--- src/rtl/csc_pkg.sv ---
package csc_pkg;

   // fixed widths of the item fields and registers
   localparam int SAMPLE_BITS    = 13;
   localparam int LIMIT_BITS     = 14;
   localparam int DIST_BITS      = 6;
   localparam int CSR_DATA_BITS  = 14;
   localparam int CSR_INDEX_BITS = 3;

   localparam int COLOR_BITS_DEFAULT = 14;
   localparam int COUNT_BITS_DEFAULT = 6;

   localparam int COLOR_START = 10000;

   localparam logic [LIMIT_BITS-1:0] WHITE_LIMIT_RESET    = 14'd2500;
   localparam logic [LIMIT_BITS-1:0] RED_LIMIT_RESET      = 14'd4600;
   localparam logic [DIST_BITS-1:0]  WHITE_DISTANCE_RESET = 6'd3;
   localparam logic [DIST_BITS-1:0]  RED_DISTANCE_RESET   = 6'd9;
   localparam logic [DIST_BITS-1:0]  BLUE_DISTANCE_RESET  = 6'd14;

   // ejector / bin choice codes
   localparam logic [1:0] CHOICE_WHITE = 2'd0;
   localparam logic [1:0] CHOICE_RED   = 2'd1;
   localparam logic [1:0] CHOICE_BLUE  = 2'd2;

   // bin report codes
   localparam logic [1:0] REPORT_NONE  = 2'd0;
   localparam logic [1:0] REPORT_WHITE = 2'd1;
   localparam logic [1:0] REPORT_RED   = 2'd2;
   localparam logic [1:0] REPORT_BLUE  = 2'd3;

   typedef enum logic [2:0] {
      MODE_WAIT  = 3'd0,
      MODE_SENSE = 3'd1,
      MODE_MOVE  = 3'd2,
      MODE_EJECT = 3'd3,
      MODE_BIN   = 3'd4
   } mode_type;

   typedef enum logic [CSR_INDEX_BITS-1:0] {
      CSR_WHITE_LIMIT    = 3'd0,
      CSR_RED_LIMIT      = 3'd1,
      CSR_WHITE_DISTANCE = 3'd2,
      CSR_RED_DISTANCE   = 3'd3,
      CSR_BLUE_DISTANCE  = 3'd4
   } csr_reg_type;

   typedef struct packed {
      logic [LIMIT_BITS-1:0] white_limit;
      logic [LIMIT_BITS-1:0] red_limit;
      logic [DIST_BITS-1:0]  white_distance;
      logic [DIST_BITS-1:0]  red_distance;
      logic [DIST_BITS-1:0]  blue_distance;
   } cfg_type;

   typedef struct packed {
      logic                   entry_barrier_raw;
      logic                   exit_barrier_raw;
      logic                   pulse_key;
      logic [SAMPLE_BITS-1:0] color_sample;
      logic                   bin_white_raw;
      logic                   bin_red_raw;
      logic                   bin_blue_raw;
   } req_type;

   typedef struct packed {
      logic       conveyor_on;
      logic       compressor_on;
      logic       eject_fire;
      logic [1:0] eject_select;
      logic       bin_report_valid;
      logic [1:0] bin_report;
      logic [2:0] mode_code;
   } rsp_type;

endpackage

--- src/rtl/csc_regs.sv ---
module csc_regs import csc_pkg::*; (
   input  logic                      clock,
   input  logic                      reset,
   input  logic                      csr_wr_en,
   input  logic [CSR_INDEX_BITS-1:0] csr_index,
   input  logic [CSR_DATA_BITS-1:0]  csr_wdata,
   output cfg_type                   cfg
);

   cfg_type cfg_ff;
   cfg_type cfg_in;

   always_comb begin
      cfg_in = cfg_ff;
      if (csr_wr_en) begin
         unique case (csr_reg_type'(csr_index))
            CSR_WHITE_LIMIT:    cfg_in.white_limit    = csr_wdata[LIMIT_BITS-1:0];
            CSR_RED_LIMIT:      cfg_in.red_limit      = csr_wdata[LIMIT_BITS-1:0];
            CSR_WHITE_DISTANCE: cfg_in.white_distance = csr_wdata[DIST_BITS-1:0];
            CSR_RED_DISTANCE:   cfg_in.red_distance   = csr_wdata[DIST_BITS-1:0];
            CSR_BLUE_DISTANCE:  cfg_in.blue_distance  = csr_wdata[DIST_BITS-1:0];
            default:            cfg_in = cfg_ff;
         endcase
      end
   end

   always_ff @(posedge clock) begin
      if (reset) begin
         cfg_ff.white_limit    <= WHITE_LIMIT_RESET;
         cfg_ff.red_limit      <= RED_LIMIT_RESET;
         cfg_ff.white_distance <= WHITE_DISTANCE_RESET;
         cfg_ff.red_distance   <= RED_DISTANCE_RESET;
         cfg_ff.blue_distance  <= BLUE_DISTANCE_RESET;
      end else begin
         cfg_ff <= cfg_in;
      end
   end

   assign cfg = cfg_ff;

endmodule

--- src/rtl/csc_seq.sv ---
module csc_seq import csc_pkg::*; #(
   parameter int COLOR_BITS = COLOR_BITS_DEFAULT,
   parameter int COUNT_BITS = COUNT_BITS_DEFAULT
) (
   input  logic    clock,
   input  logic    reset,
   input  logic    step_en,
   input  req_type req,
   input  cfg_type cfg,
   output rsp_type result
);

   localparam int CMP_BITS  = (COLOR_BITS > LIMIT_BITS) ? COLOR_BITS : LIMIT_BITS;
   localparam int DCMP_BITS = (COUNT_BITS > DIST_BITS) ? COUNT_BITS : DIST_BITS;
   localparam int COLOR_MAX = (1 << COLOR_BITS) - 1;
   localparam int COUNT_MAX = (1 << COUNT_BITS) - 1;
   localparam int START_VAL = (COLOR_START < COLOR_MAX) ? COLOR_START : COLOR_MAX;

   localparam logic [CMP_BITS-1:0]   COLOR_MAX_W = CMP_BITS'(COLOR_MAX);
   localparam logic [COLOR_BITS-1:0] COLOR_INIT  = COLOR_BITS'(START_VAL);
   localparam logic [DCMP_BITS-1:0]  COUNT_MAX_W = DCMP_BITS'(COUNT_MAX);

   mode_type                mode_ff, mode_in;
   logic [COLOR_BITS-1:0]   color_min_ff, color_min_in;
   logic [COUNT_BITS-1:0]   target_ff, target_in;
   logic [COUNT_BITS-1:0]   count_ff, count_in;
   logic [1:0]              choice_ff, choice_in;
   logic                    last_pulse_ff, last_pulse_in;
   logic                    conveyor_ff, conveyor_in;
   logic                    compressor_ff, compressor_in;

   logic [CMP_BITS-1:0]     sample_w;
   logic [COLOR_BITS-1:0]   sample_c;
   logic [COLOR_BITS-1:0]   min_next;
   logic [CMP_BITS-1:0]     min_w;
   logic                    is_white;
   logic                    is_red;
   logic                    pulse_rise;
   logic [COUNT_BITS-1:0]   count_step;

   function automatic logic [COUNT_BITS-1:0] clamp_count(input logic [DIST_BITS-1:0] d);
      logic [DCMP_BITS-1:0] d_w;
      d_w = DCMP_BITS'(d);
      return (d_w < COUNT_MAX_W) ? COUNT_BITS'(d_w) : COUNT_BITS'(COUNT_MAX_W);
   endfunction

   // clamp the sample to the colour range, then track the minimum
   assign sample_w   = CMP_BITS'(req.color_sample);
   assign sample_c   = (sample_w > COLOR_MAX_W) ? COLOR_BITS'(COLOR_MAX_W)
                                                : COLOR_BITS'(sample_w);
   assign min_next   = (sample_c < color_min_ff) ? sample_c : color_min_ff;
   assign min_w      = CMP_BITS'(min_next);
   assign is_white   = min_w < CMP_BITS'(cfg.white_limit);
   assign is_red     = min_w < CMP_BITS'(cfg.red_limit);

   // counter saturates at all ones
   assign pulse_rise = req.pulse_key && !last_pulse_ff && (count_ff != '1);
   assign count_step = pulse_rise ? count_ff + COUNT_BITS'(1) : count_ff;

   always_comb begin
      mode_in       = mode_ff;
      color_min_in  = color_min_ff;
      target_in     = target_ff;
      count_in      = count_ff;
      choice_in     = choice_ff;
      last_pulse_in = last_pulse_ff;
      conveyor_in   = conveyor_ff;
      compressor_in = compressor_ff;
      result.eject_fire       = 1'b0;
      result.eject_select     = CHOICE_WHITE;
      result.bin_report_valid = 1'b0;
      result.bin_report       = REPORT_NONE;

      unique case (mode_ff)
         MODE_WAIT: begin
            if (!req.entry_barrier_raw) begin
               mode_in      = MODE_SENSE;
               conveyor_in  = 1'b1;
               color_min_in = COLOR_INIT;
            end
         end
         MODE_SENSE: begin
            color_min_in = min_next;
            if (!req.exit_barrier_raw) begin
               mode_in       = MODE_MOVE;
               count_in      = '0;
               compressor_in = 1'b1;
               if (is_white) begin
                  target_in = clamp_count(cfg.white_distance);
                  choice_in = CHOICE_WHITE;
               end else if (is_red) begin
                  target_in = clamp_count(cfg.red_distance);
                  choice_in = CHOICE_RED;
               end else begin
                  target_in = clamp_count(cfg.blue_distance);
                  choice_in = CHOICE_BLUE;
               end
            end
         end
         MODE_MOVE: begin
            count_in      = count_step;
            last_pulse_in = req.pulse_key;
            if (count_step >= target_ff) begin
               mode_in     = MODE_EJECT;
               conveyor_in = 1'b0;
            end
         end
         MODE_EJECT: begin
            result.eject_fire   = 1'b1;
            result.eject_select = choice_ff;
            mode_in             = MODE_BIN;
         end
         MODE_BIN: begin
            result.bin_report_valid = 1'b1;
            if (!req.bin_white_raw) begin
               result.bin_report = REPORT_WHITE;
            end else if (!req.bin_red_raw) begin
               result.bin_report = REPORT_RED;
            end else if (!req.bin_blue_raw) begin
               result.bin_report = REPORT_BLUE;
            end
            mode_in = MODE_WAIT;
         end
         default: begin
            mode_in = MODE_WAIT;
         end
      endcase

      result.conveyor_on   = conveyor_in;
      result.compressor_on = compressor_in;
      result.mode_code     = mode_in;
   end

   always_ff @(posedge clock) begin
      if (reset) begin
         mode_ff       <= MODE_WAIT;
         color_min_ff  <= COLOR_INIT;
         target_ff     <= '0;
         count_ff      <= '0;
         choice_ff     <= CHOICE_BLUE;
         last_pulse_ff <= 1'b0;
         conveyor_ff   <= 1'b0;
         compressor_ff <= 1'b0;
      end else if (step_en) begin
         mode_ff       <= mode_in;
         color_min_ff  <= color_min_in;
         target_ff     <= target_in;
         count_ff      <= count_in;
         choice_ff     <= choice_in;
         last_pulse_ff <= last_pulse_in;
         conveyor_ff   <= conveyor_in;
         compressor_ff <= compressor_in;
      end
   end

endmodule

--- src/rtl/csc_out.sv ---
module csc_out import csc_pkg::*; (
   input  logic    clock,
   input  logic    reset,
   input  logic    load,
   input  rsp_type rsp_in,
   output logic    free,
   output logic    rsp_valid,
   input  logic    rsp_ready,
   output rsp_type rsp_data
);

   logic    valid_ff, valid_in;
   rsp_type data_ff;

   // a new item may enter when the register is empty or being drained
   assign free = !valid_ff || rsp_ready;

   always_comb begin
      valid_in = valid_ff;
      if (load) begin
         valid_in = 1'b1;
      end else if (rsp_ready) begin
         valid_in = 1'b0;
      end
   end

   always_ff @(posedge clock) begin
      if (reset) begin
         valid_ff <= 1'b0;
      end else begin
         valid_ff <= valid_in;
      end
   end

   always_ff @(posedge clock) begin
      if (load) begin
         data_ff <= rsp_in;
      end
   end

   assign rsp_valid = valid_ff;
   assign rsp_data  = data_ff;

endmodule

--- src/rtl/color_sort_conveyor_sequencer.sv ---
// Colour sort conveyor sequencer.
// Each req item is one scan tick of the sensor levels (barriers, pulse key,
// colour sample, bin barriers); every item yields exactly one rsp item with
// the drive levels, eject command, bin report and the mode after the tick.
// The sequence runs wait, colour sensing, counted move, eject and bin check.
// Channels use valid/ready; csr_wr_en with csr_index and csr_wdata writes
// the limits and distances; the user must write only while no item is in
// flight; the block does not enforce it. An item's result is on rsp in the
// cycle after it is accepted; one item per cycle is taken while the output
// register is free. The mode and counter update is a single combinational
// pass between the state registers, bounded by the colour minimum and limit
// compares. The result sits in one output register; req_ready is high while
// that register is empty or being taken, so a stalled receiver holds the
// item there and back-pressures req in the same cycle.
// Reset (synchronous, active high) returns to waiting, clears the output
// register and loads the default limits and distances.
module color_sort_conveyor_sequencer import csc_pkg::*; #(
   parameter int COLOR_BITS = COLOR_BITS_DEFAULT,
   parameter int COUNT_BITS = COUNT_BITS_DEFAULT
) (
   input  logic                      clock,
   input  logic                      reset,
   input  logic                      req_valid,
   output logic                      req_ready,
   input  req_type                   req_data,
   output logic                      rsp_valid,
   input  logic                      rsp_ready,
   output rsp_type                   rsp_data,
   input  logic                      csr_wr_en,
   input  logic [CSR_INDEX_BITS-1:0] csr_index,
   input  logic [CSR_DATA_BITS-1:0]  csr_wdata
);

   cfg_type cfg;
   rsp_type step_rsp;
   logic    step_en;
   logic    out_free;

   assign req_ready = out_free;
   assign step_en   = req_valid && out_free;

   csc_regs u_regs (
      .clock     (clock),
      .reset     (reset),
      .csr_wr_en (csr_wr_en),
      .csr_index (csr_index),
      .csr_wdata (csr_wdata),
      .cfg       (cfg)
   );

   csc_seq #(
      .COLOR_BITS (COLOR_BITS),
      .COUNT_BITS (COUNT_BITS)
   ) u_seq (
      .clock   (clock),
      .reset   (reset),
      .step_en (step_en),
      .req     (req_data),
      .cfg     (cfg),
      .result  (step_rsp)
   );

   csc_out u_out (
      .clock     (clock),
      .reset     (reset),
      .load      (step_en),
      .rsp_in    (step_rsp),
      .free      (out_free),
      .rsp_valid (rsp_valid),
      .rsp_ready (rsp_ready),
      .rsp_data  (rsp_data)
   );

endmodule

--- config.mk ---
export PLATFORM = sky130hd
export DESIGN_NAME = color_sort_conveyor_sequencer
export DESIGN_NICKNAME = d
export VERILOG_FILES = /design/src/rtl/csc_pkg.sv /design/src/rtl/csc_regs.sv /design/src/rtl/csc_seq.sv /design/src/rtl/csc_out.sv /design/src/rtl/color_sort_conveyor_sequencer.sv
export SDC_FILE = /design/constraint.sdc
export NUM_CORES = 1
export LEC_CHECK = 0
export BUFFER_PORTS_ARGS = -buffer_cell sky130_fd_sc_hd__clkbuf_2
export CORE_MARGIN = 3
export CORE_UTILIZATION = 30
export CTS_CLUSTER_SIZE = 40
export DETAILED_ROUTE_END_ITERATION = 7
export SETUP_SLACK_MARGIN = 0.05
export SYNTH_ARGS = -nofsm -noshare
export SYNTH_HDL_FRONTEND = slang
export SYNTH_SLANG_ARGS = --single-unit
export TNS_END_PERCENT = 50
--- constraint.sdc ---
create_clock -name clock -period 4.62 [get_ports clock]
set_input_delay 0.462 -clock clock [delete_from_list [all_inputs] [get_ports clock]]
set_output_delay 0.462 -clock clock [all_outputs]
set_load 0.01 [all_outputs]
==> summary.md, run 1 <==
| Metric | Value |
|---|---|
| RSZ-0062 raised after global routing | no |
| CTS Root Cell | clkbuf_16 |
| Flop2flop setup slack | 0.62 ns |
| Synth Instances | 574 |
| Drt pass-1 iters | 4 |
| DRC violations left | 0 |
| Total negative slack | 0 ns |
| DR WL met2 | 4630 µm |
| Run status | finished clean |
| Total gr overflow | 0 |
| FFs w/ async S/R, synth | 0 |
| Global-route wire length before repair | 18800 µm |
| Worst Path Class, Setup | reg -> reg |
| CP max FO | 8 |
| Tot GR Track Use | 0.130 |
| Antenna violations before repair | 0 |
| Slew Limit Fails | 0 |
| Routed WL per cell | 13.4 µm |
| Relative slew slack | 0.466 |
| Req. time, crit path | 4.86 ns |
| Via density | 4.77 |
| Clock Latency Late Sink | 0.34 ns |
| Worst Hold Depth | 3 |
| Vias after detailed routing | 4012 |
| DR top layer | met4 |
| Final Hold Vio Count | 0 |
| Clock Sinks | 92 |
| Max clock buf depth | 2 |
| Final HPWL DP | 8370 µm |
| Post-route ant nets | 0 |
| Final setup fails | 0 |
| Max-cap violations | 0 |
| Worst Clk Skew | 0.00550 ns |
| Worst reg-to-reg path cell count | 16 |
| Crit. End Element | register |
| Post_cts resized | 0 |
| P per Cell Area | 317 mW/mm² |
| Most frequent cells in the layout | nand2_1 (107), dfxtp_1 (81), a21oi_1 (55) |
| Yosys warns | 0 |
| Post-synth top area share | 0.334 |
| Startpoint types | register |
| Leakage power | 2.33 nW |
| Port-buffer cells | 53 |
| Layout area overhead | 16.2% |
| Average cell area after synthesis | 8.46 µm² |
| Area contributors post-synth | dfxtp_1 (33%), ha_1 (12%), nand2_1 (8.3%), edfxtp_1 (6.8%), a21oi_1 (5.7%) |
| Site row count | 45 |
| Hold_buf cts | 0 |
| M1 WL | 5840 µm |
| Least-Margin Pin Slew | 0.801 ns |
| Largest net degree at the start of global routing | 54 |
| Maximum vdd drop | 201 µV |
| Seq/Total Area, Yosys | 0.402 |
| Post-Syn Area | 0.00486 mm² |
| Vias in the first global route | 3747 |
| CTS clk-pin slew, worst paths | 0.07 ns |
| Full die area | 0.0178 mm² |
| Util after Layout | 0.363 |
| Crit share post-route | 0.865 |
| Tmin final | 4.00 ns |
| Share of cells above drive strength 1 | 0.151 |
| Worst Hold Class | in -> reg |
| Post-synthesis cell type count | 53 |
| Achievable Freq | 250 MHz |
| Arr. time, crit path | 4.23 ns |
| Diode count | 0 |
| Core Region | 0.0155 mm² |
| H-Tree Depth | 3 |
| Synth Flop Type | dfxtp_1 |
| Cell taking the most area after synthesis | dfxtp_1 |
| Commonest non-fill, non-tap cell in the layout | nand2_1 |
| WL final | 11300 µm |
| Initial Util | 0.313 |
| Post-CTS Setup Bufs | 0 |
| Post-synth EDFFs | 11 |
| Fin Hold WS | 0.344 ns |
| DR iter-0 viols | 262 |
| Width of the die | 133 µm |
| Gp weighted congestion | 0.805 |
| Die Span Y | 133 µm |
| Seq cells post-synth | 92 |
| CTS tree | done |
| Nets | 711 |
| Met3 WL post-DR | 609 µm |
| CTS buffer count | 9 |
| IO Count | 54 |
[worst paths after layout]
| kind | from | endpoint |
|---|---|---|
| worst min-delay path | req_valid | u_out.rsp_valid$_SDFFE_PP0P_ |
| worst max register to register | u_seq.color_min_ff[9]$_SDFFE_PP1P_ | u_seq.target_ff[4]$_SDFFE_PP0P_ |
| worst max-delay path | u_seq.color_min_ff[9]$_SDFFE_PP1P_ | u_seq.target_ff[4]$_SDFFE_PP0P_ |
| worst min register to register | u_regs.cfg[29]$_SDFFE_PP0P_ | u_regs.cfg[29]$_SDFFE_PP0P_ |
[critical path, stage by stage, from the launching register on]
cell and delay (ns):
dfxtp_1 0.33, inv_1 0.05, ha_1 0.29, nand2_1 0.06, o21ai_0 0.35, a21oi_1 0.07, o21ai_0 0.24, buf_4 0.19
mux2_2 0.37, ha_1 0.29, and4_1 0.22, a21oi_1 0.13, o21ai_0 0.10, a21o_1 0.22, nor3_4 0.43, mux2_4 0.34
o221a_1 0.21
[synth_stat cells (2+ instances only)]
cell type / n
a211o_1: 2
a211oi_1: 6
a21o_1: 2
a21oi_1: 55
a41oi_1: 4
and2_1: 5
and3_1: 5
and3b_1: 3
and4_1: 3
buf_1: 2
clkbuf_1: 15
dfxtp_1: 81
edfxtp_1: 11
ha_1: 45
inv_1: 51
mux2_2: 13
mux2_4: 3
mux2i_1: 10
nand2_1: 107
nand2b_1: 4
nand3_1: 18
nand3b_1: 2
nand4_1: 6
nor2_1: 38
nor3_1: 4
o211ai_1: 14
o21a_1: 2
o21ai_0: 29
o221a_1: 3
o31ai_1: 3
or3_1: 3
xnor2_1: 4
[through the flow]
stage / setup slack, ns / area [µm²] / instances / power, W
6_report: 0.624 / 5650 / 841 / 0.00179
3_3_place_gp: 0.466 / 5350 / 825 / 0.00107
4_1_cts: 0.595 / 5650 / 841 / 0.00181
2_1_floorplan: 0.713 / 4860 / 575 / 0.000995
5_1_grt: 0.274 / 5650 / 841 / 0.00187
3_5_place_dp: 0.403 / 5350 / 825 / 0.00107
[area by class of cell]
class | count | area [µm²]
Inverter | 52 | 195
Timing Repair Buffer | 57 | 295
Clock buffer | 11 | 233
Fill cell | 1643 | 9890
Multi-Input combinational cell | 413 | 2650
Clock inverter | 5 | 60.1
Sequential cell | 92 | 1950
Tap cell | 211 | 264
[flip-flops by register name (all words and copies together) (netlist names)]
| signal | cells |
|---|---|
| u_seq.count_ff | 6 |
| u_seq.color_min_ff | 14 |
| u_out.rsp_data | 11 |
| u_seq.target_ff | 6 |
| u_seq.last_pulse_ff | 1 |
| u_seq.mode_ff | 3 |
| u_seq.compressor_ff | 1 |
| u_seq.choice_ff | 2 |
| u_seq.conveyor_ff | 1 |
| u_regs.cfg | 46 |
| u_out.rsp_valid | 1 |
[power breakdown]
group | internal (W) | leakage, nW | switching (W)
clock | 0.000422 | 0.140 | 0.000318
sequential | 0.000833 | 0.768 | 0.0000121
combinational | 0.0000823 | 1.42 | 0.000121
[per-layer routing]
metal / up-vias / global-route usage
met3: 17 / 0.0272
met1: 1806 / 0.186
li1: 2100 / -
met2: 89 / 0.191
met4: 0 / 0.0531
met5: - / 0
[cell families after synthesis]
| logic type | count (synthesis) | synth area share |
|---|---|---|
| AO/OA/AOI/OAI | 130 | 0.166 |
| XOR/XNOR | 5 | 0.00901 |
| adder cells (fa/ha/maj) | 45 | 0.116 |
| buffers and inverters | 70 | 0.0543 |
| flip-flops | 92 | 0.402 |
| multiplexers | 26 | 0.0600 |
| other | 1 | 0.000772 |
| AND/OR/NAND/NOR | 205 | 0.192 |
Note: power is estimated with default switching activity, not from simulation.
==> run 2, diff against run 1 <==
--- a/config.mk
+++ b/config.mk
@@ -5,6 +5,7 @@
 export SDC_FILE = /design/constraint.sdc
 export NUM_CORES = 1
 export LEC_CHECK = 0
+export ABC_AREA = 1
 export BUFFER_PORTS_ARGS = -buffer_cell sky130_fd_sc_hd__clkbuf_2
 export CORE_MARGIN = 3
 export CORE_UTILIZATION = 30
==> summary.md, run 2 <==
| Metric | Value |
|---|---|
| Run status | finished clean |
| CTS Root Cell | clkbuf_16 |
| Share of cells above drive strength 1 | 0.118 |
| Slew Limit Fails | 0 |
| Max-cap violations | 0 |
| Crit-path most repeated cell | nand2_1 |
| Max clock buf depth | 2 |
| Post-route ant nets | 0 |
| Post-synth top area share | 0.333 |
| Startpoint types | register |
| Tot Pwr | 0.00183 W |
| Crit-path slowest cell | nand2_2 |
| Top-count cell post-synth | nand2_1 |
| Diode count | 0 |
| IO Count | 54 |
| P per Cell Area | 324 mW/mm² |
| Nets | 800 |
| Initial Util | 0.313 |
| Achievable Freq | 286 MHz |
| Req. time, crit path | 4.89 ns |
| CTS tree | done |
| Core Region | 0.0155 mm² |
| Largest net degree at the start of global routing | 56 |
| Commonest non-fill, non-tap cell in the layout | nand2_1 |
| Via density | 4.48 |
| Worst path top cell family by delay | compound AO/OA/AOI/OAI gates |
| CTS buffer count | 9 |
| Fin Hold WS | 0.344 ns |
| Crit. End Element | register |
| Site row count | 45 |
| Layout area overhead | 16.2% |
| Post-CTS Setup Bufs | 0 |
| Average cell area after synthesis | 7.35 µm² |
| Crit share post-route | 0.756 |
| Tot GR Track Use | 0.132 |
| Clock Sinks | 92 |
| Vias in the first global route | 3781 |
| Width of the die | 133 µm |
| Area contributors post-synth | dfxtp_1 (33%), ha_1 (12%), nand2_1 (11%), inv_1 (8.2%), a21oi_1 (7.0%) |
| Full die area | 0.0178 mm² |
| Final Hold Vio Count | 0 |
| Clock Latency Late Sink | 0.34 ns |
| Gp weighted congestion | 0.824 |
| Worst Path Class, Setup | reg -> reg |
| Least-Margin Pin Slew | 0.912 ns |
| Yosys warns | 0 |
| Leakage power | 2.64 nW |
| Commonest cells in the netlist | nand2_1 (142), inv_1 (106), dfxtp_1 (81) |
| Arr. time, crit path | 3.77 ns |
| CP cell instances | inv_1 > ha_1 > inv_1 > nor2_1 > nand3_1 > nor2_1 > nand2_1 > nand2_2 > nor2_1 > a21oi_1 > ha_1 > a21oi_1 > o21ai_1 > nand3_1 > a21oi_1 > a211oi_1 > a21boi_4 > nand2_1 > nand2_1 > nand2_1 > a21oi_2 |
| Antenna violations before repair | 0 |
| Final HPWL DP | 8550 µm |
| Post-synthesis cell type count | 33 |
| Final setup fails | 0 |
| Post-Syn Area | 0.00487 mm² |
| Total gr overflow | 0 |
| Bufs and invs on worst path | 2 |
| Hold_buf cts | 0 |
| Worst Clk Skew | 0.00516 ns |
| Worst Hold Class | in -> reg |
| Drt pass-1 iters | 4 |
| CTS clk-pin slew, worst paths | 0.06 ns |
| RSZ-0062 raised after global routing | no |
| Crit path largest cell delay | 0.35 ns |
| Synth Instances | 662 |
| Maximum vdd drop | 169 µV |
| DR iter-0 viols | 206 |
| Synth Flop Type | dfxtp_1 |
| Vias after detailed routing | 4167 |
| Tmin final | 3.49 ns |
| Cell taking the most area after synthesis | dfxtp_1 |
| Relative slew slack | 0.390 |
| H-Tree Depth | 3 |
| WL final | 11500 µm |
| Port-buffer cells | 53 |
| CP max FO | 25 |
| Global-route wire length before repair | 18900 µm |
| Max FFs per register | 46 |
| Die Span Y | 133 µm |
| DRC violations left | 0 |
| Slack of the critical path | 1.13 ns |
| Most frequent cells in the layout | nand2_1 (142), inv_1 (106), dfxtp_1 (81) |
| Post_cts resized | 0 |
| FFs w/ async S/R, synth | 0 |
| Post-synth EDFFs | 11 |
| Total negative slack | 0 ns |
| Pre-CTS WS | 0.910 ns |
| Seq/Total Area, Yosys | 0.401 |
| Seq cells post-synth | 92 |
| Routed WL per cell | 12.3 µm |
| Util after Layout | 0.364 |
[run 2: final timing paths]
path,start,to,slack [ns],depth (start not counted)
max reg2reg,u_seq.color_min_ff[12]$_SDFFE_PP0P_,u_seq.target_ff[4]$_SDFFE_PP0P_,1.13,21
min reg2reg,u_regs.cfg[33]$_SDFFE_PP0P_,u_regs.cfg[33]$_SDFFE_PP0P_,0.46,2
min,csr_wdata[8],u_regs.cfg[40]$_SDFFE_PP1P_,0.34,3
max,u_seq.color_min_ff[12]$_SDFFE_PP0P_,u_seq.target_ff[4]$_SDFFE_PP0P_,1.13,21
[run 2: through the flow]
stage                     instances  instance area [µm²]
after floorplan                 663                 4870
after global placement          914                 5360
after detailed placement        914                 5360
after CTS                       930                 5660
after global routing            930                 5660
final                           930                 5660
[run 2: cell type report]
cell class              instances  area (µm²)
fillers                      1682        9880
multi-input cells             447        2460
flip-flops and latches         92        1950
inverters                     109         409
clock buffers                  16         293
repair buffers                 55         280
well taps                     211         264
[run 2: power breakdown]
| part | total (W) | leakage (nW) | internal, W | switching [W] |
|---|---|---|---|---|
| Clock | 0.000730 | 0.142 | 0.000428 | 0.000301 |
| Sequential | 0.000853 | 0.770 | 0.000841 | 0.0000124 |
| Combinational | 0.000250 | 1.73 | 0.0000890 | 0.000161 |
[run 2: cells by family (layout without fill, tap and decap cells)]
family | after synthesis | after routing | synth area share
compound gates | 135 | 135 | 0.158
mux | 1 | 1 | 0.00231
fa+ha+maj | 45 | 45 | 0.116
simple gates | 259 | 259 | 0.217
buf+inv | 124 | 180 | 0.0957
xor+xnor | 5 | 5 | 0.00900
flops | 92 | 92 | 0.401
other cells | 1 | 2 | 0.000771
[run 2: worst register-to-register path: stages (launching register included)]
cell and delay, ns:
dfxtp_1 0.33, inv_1 0.06, ha_1 0.26, inv_1 0.05, nor2_1 0.12, nand3_1 0.09, nor2_1 0.09, nand2_1 0.08
nand2_2 0.35, nor2_1 0.08, a21oi_1 0.28, ha_1 0.31, a21oi_1 0.13, o21ai_1 0.07, nand3_1 0.07, a21oi_1 0.06
a211oi_1 0.31, a21boi_4 0.33, nand2_1 0.07, nand2_1 0.07, nand2_1 0.06, a21oi_2 0.16
[run 2: routing by layer]
| metal | share of wire | global-route usage |
|---|---|---|
| met4 | 0.017 | 0.0480 |
| met3 | 0.046 | 0.0283 |
| met1 | 0.53 | 0.192 |
| met2 | 0.41 | 0.190 |
| met5 | 0 | 0 |
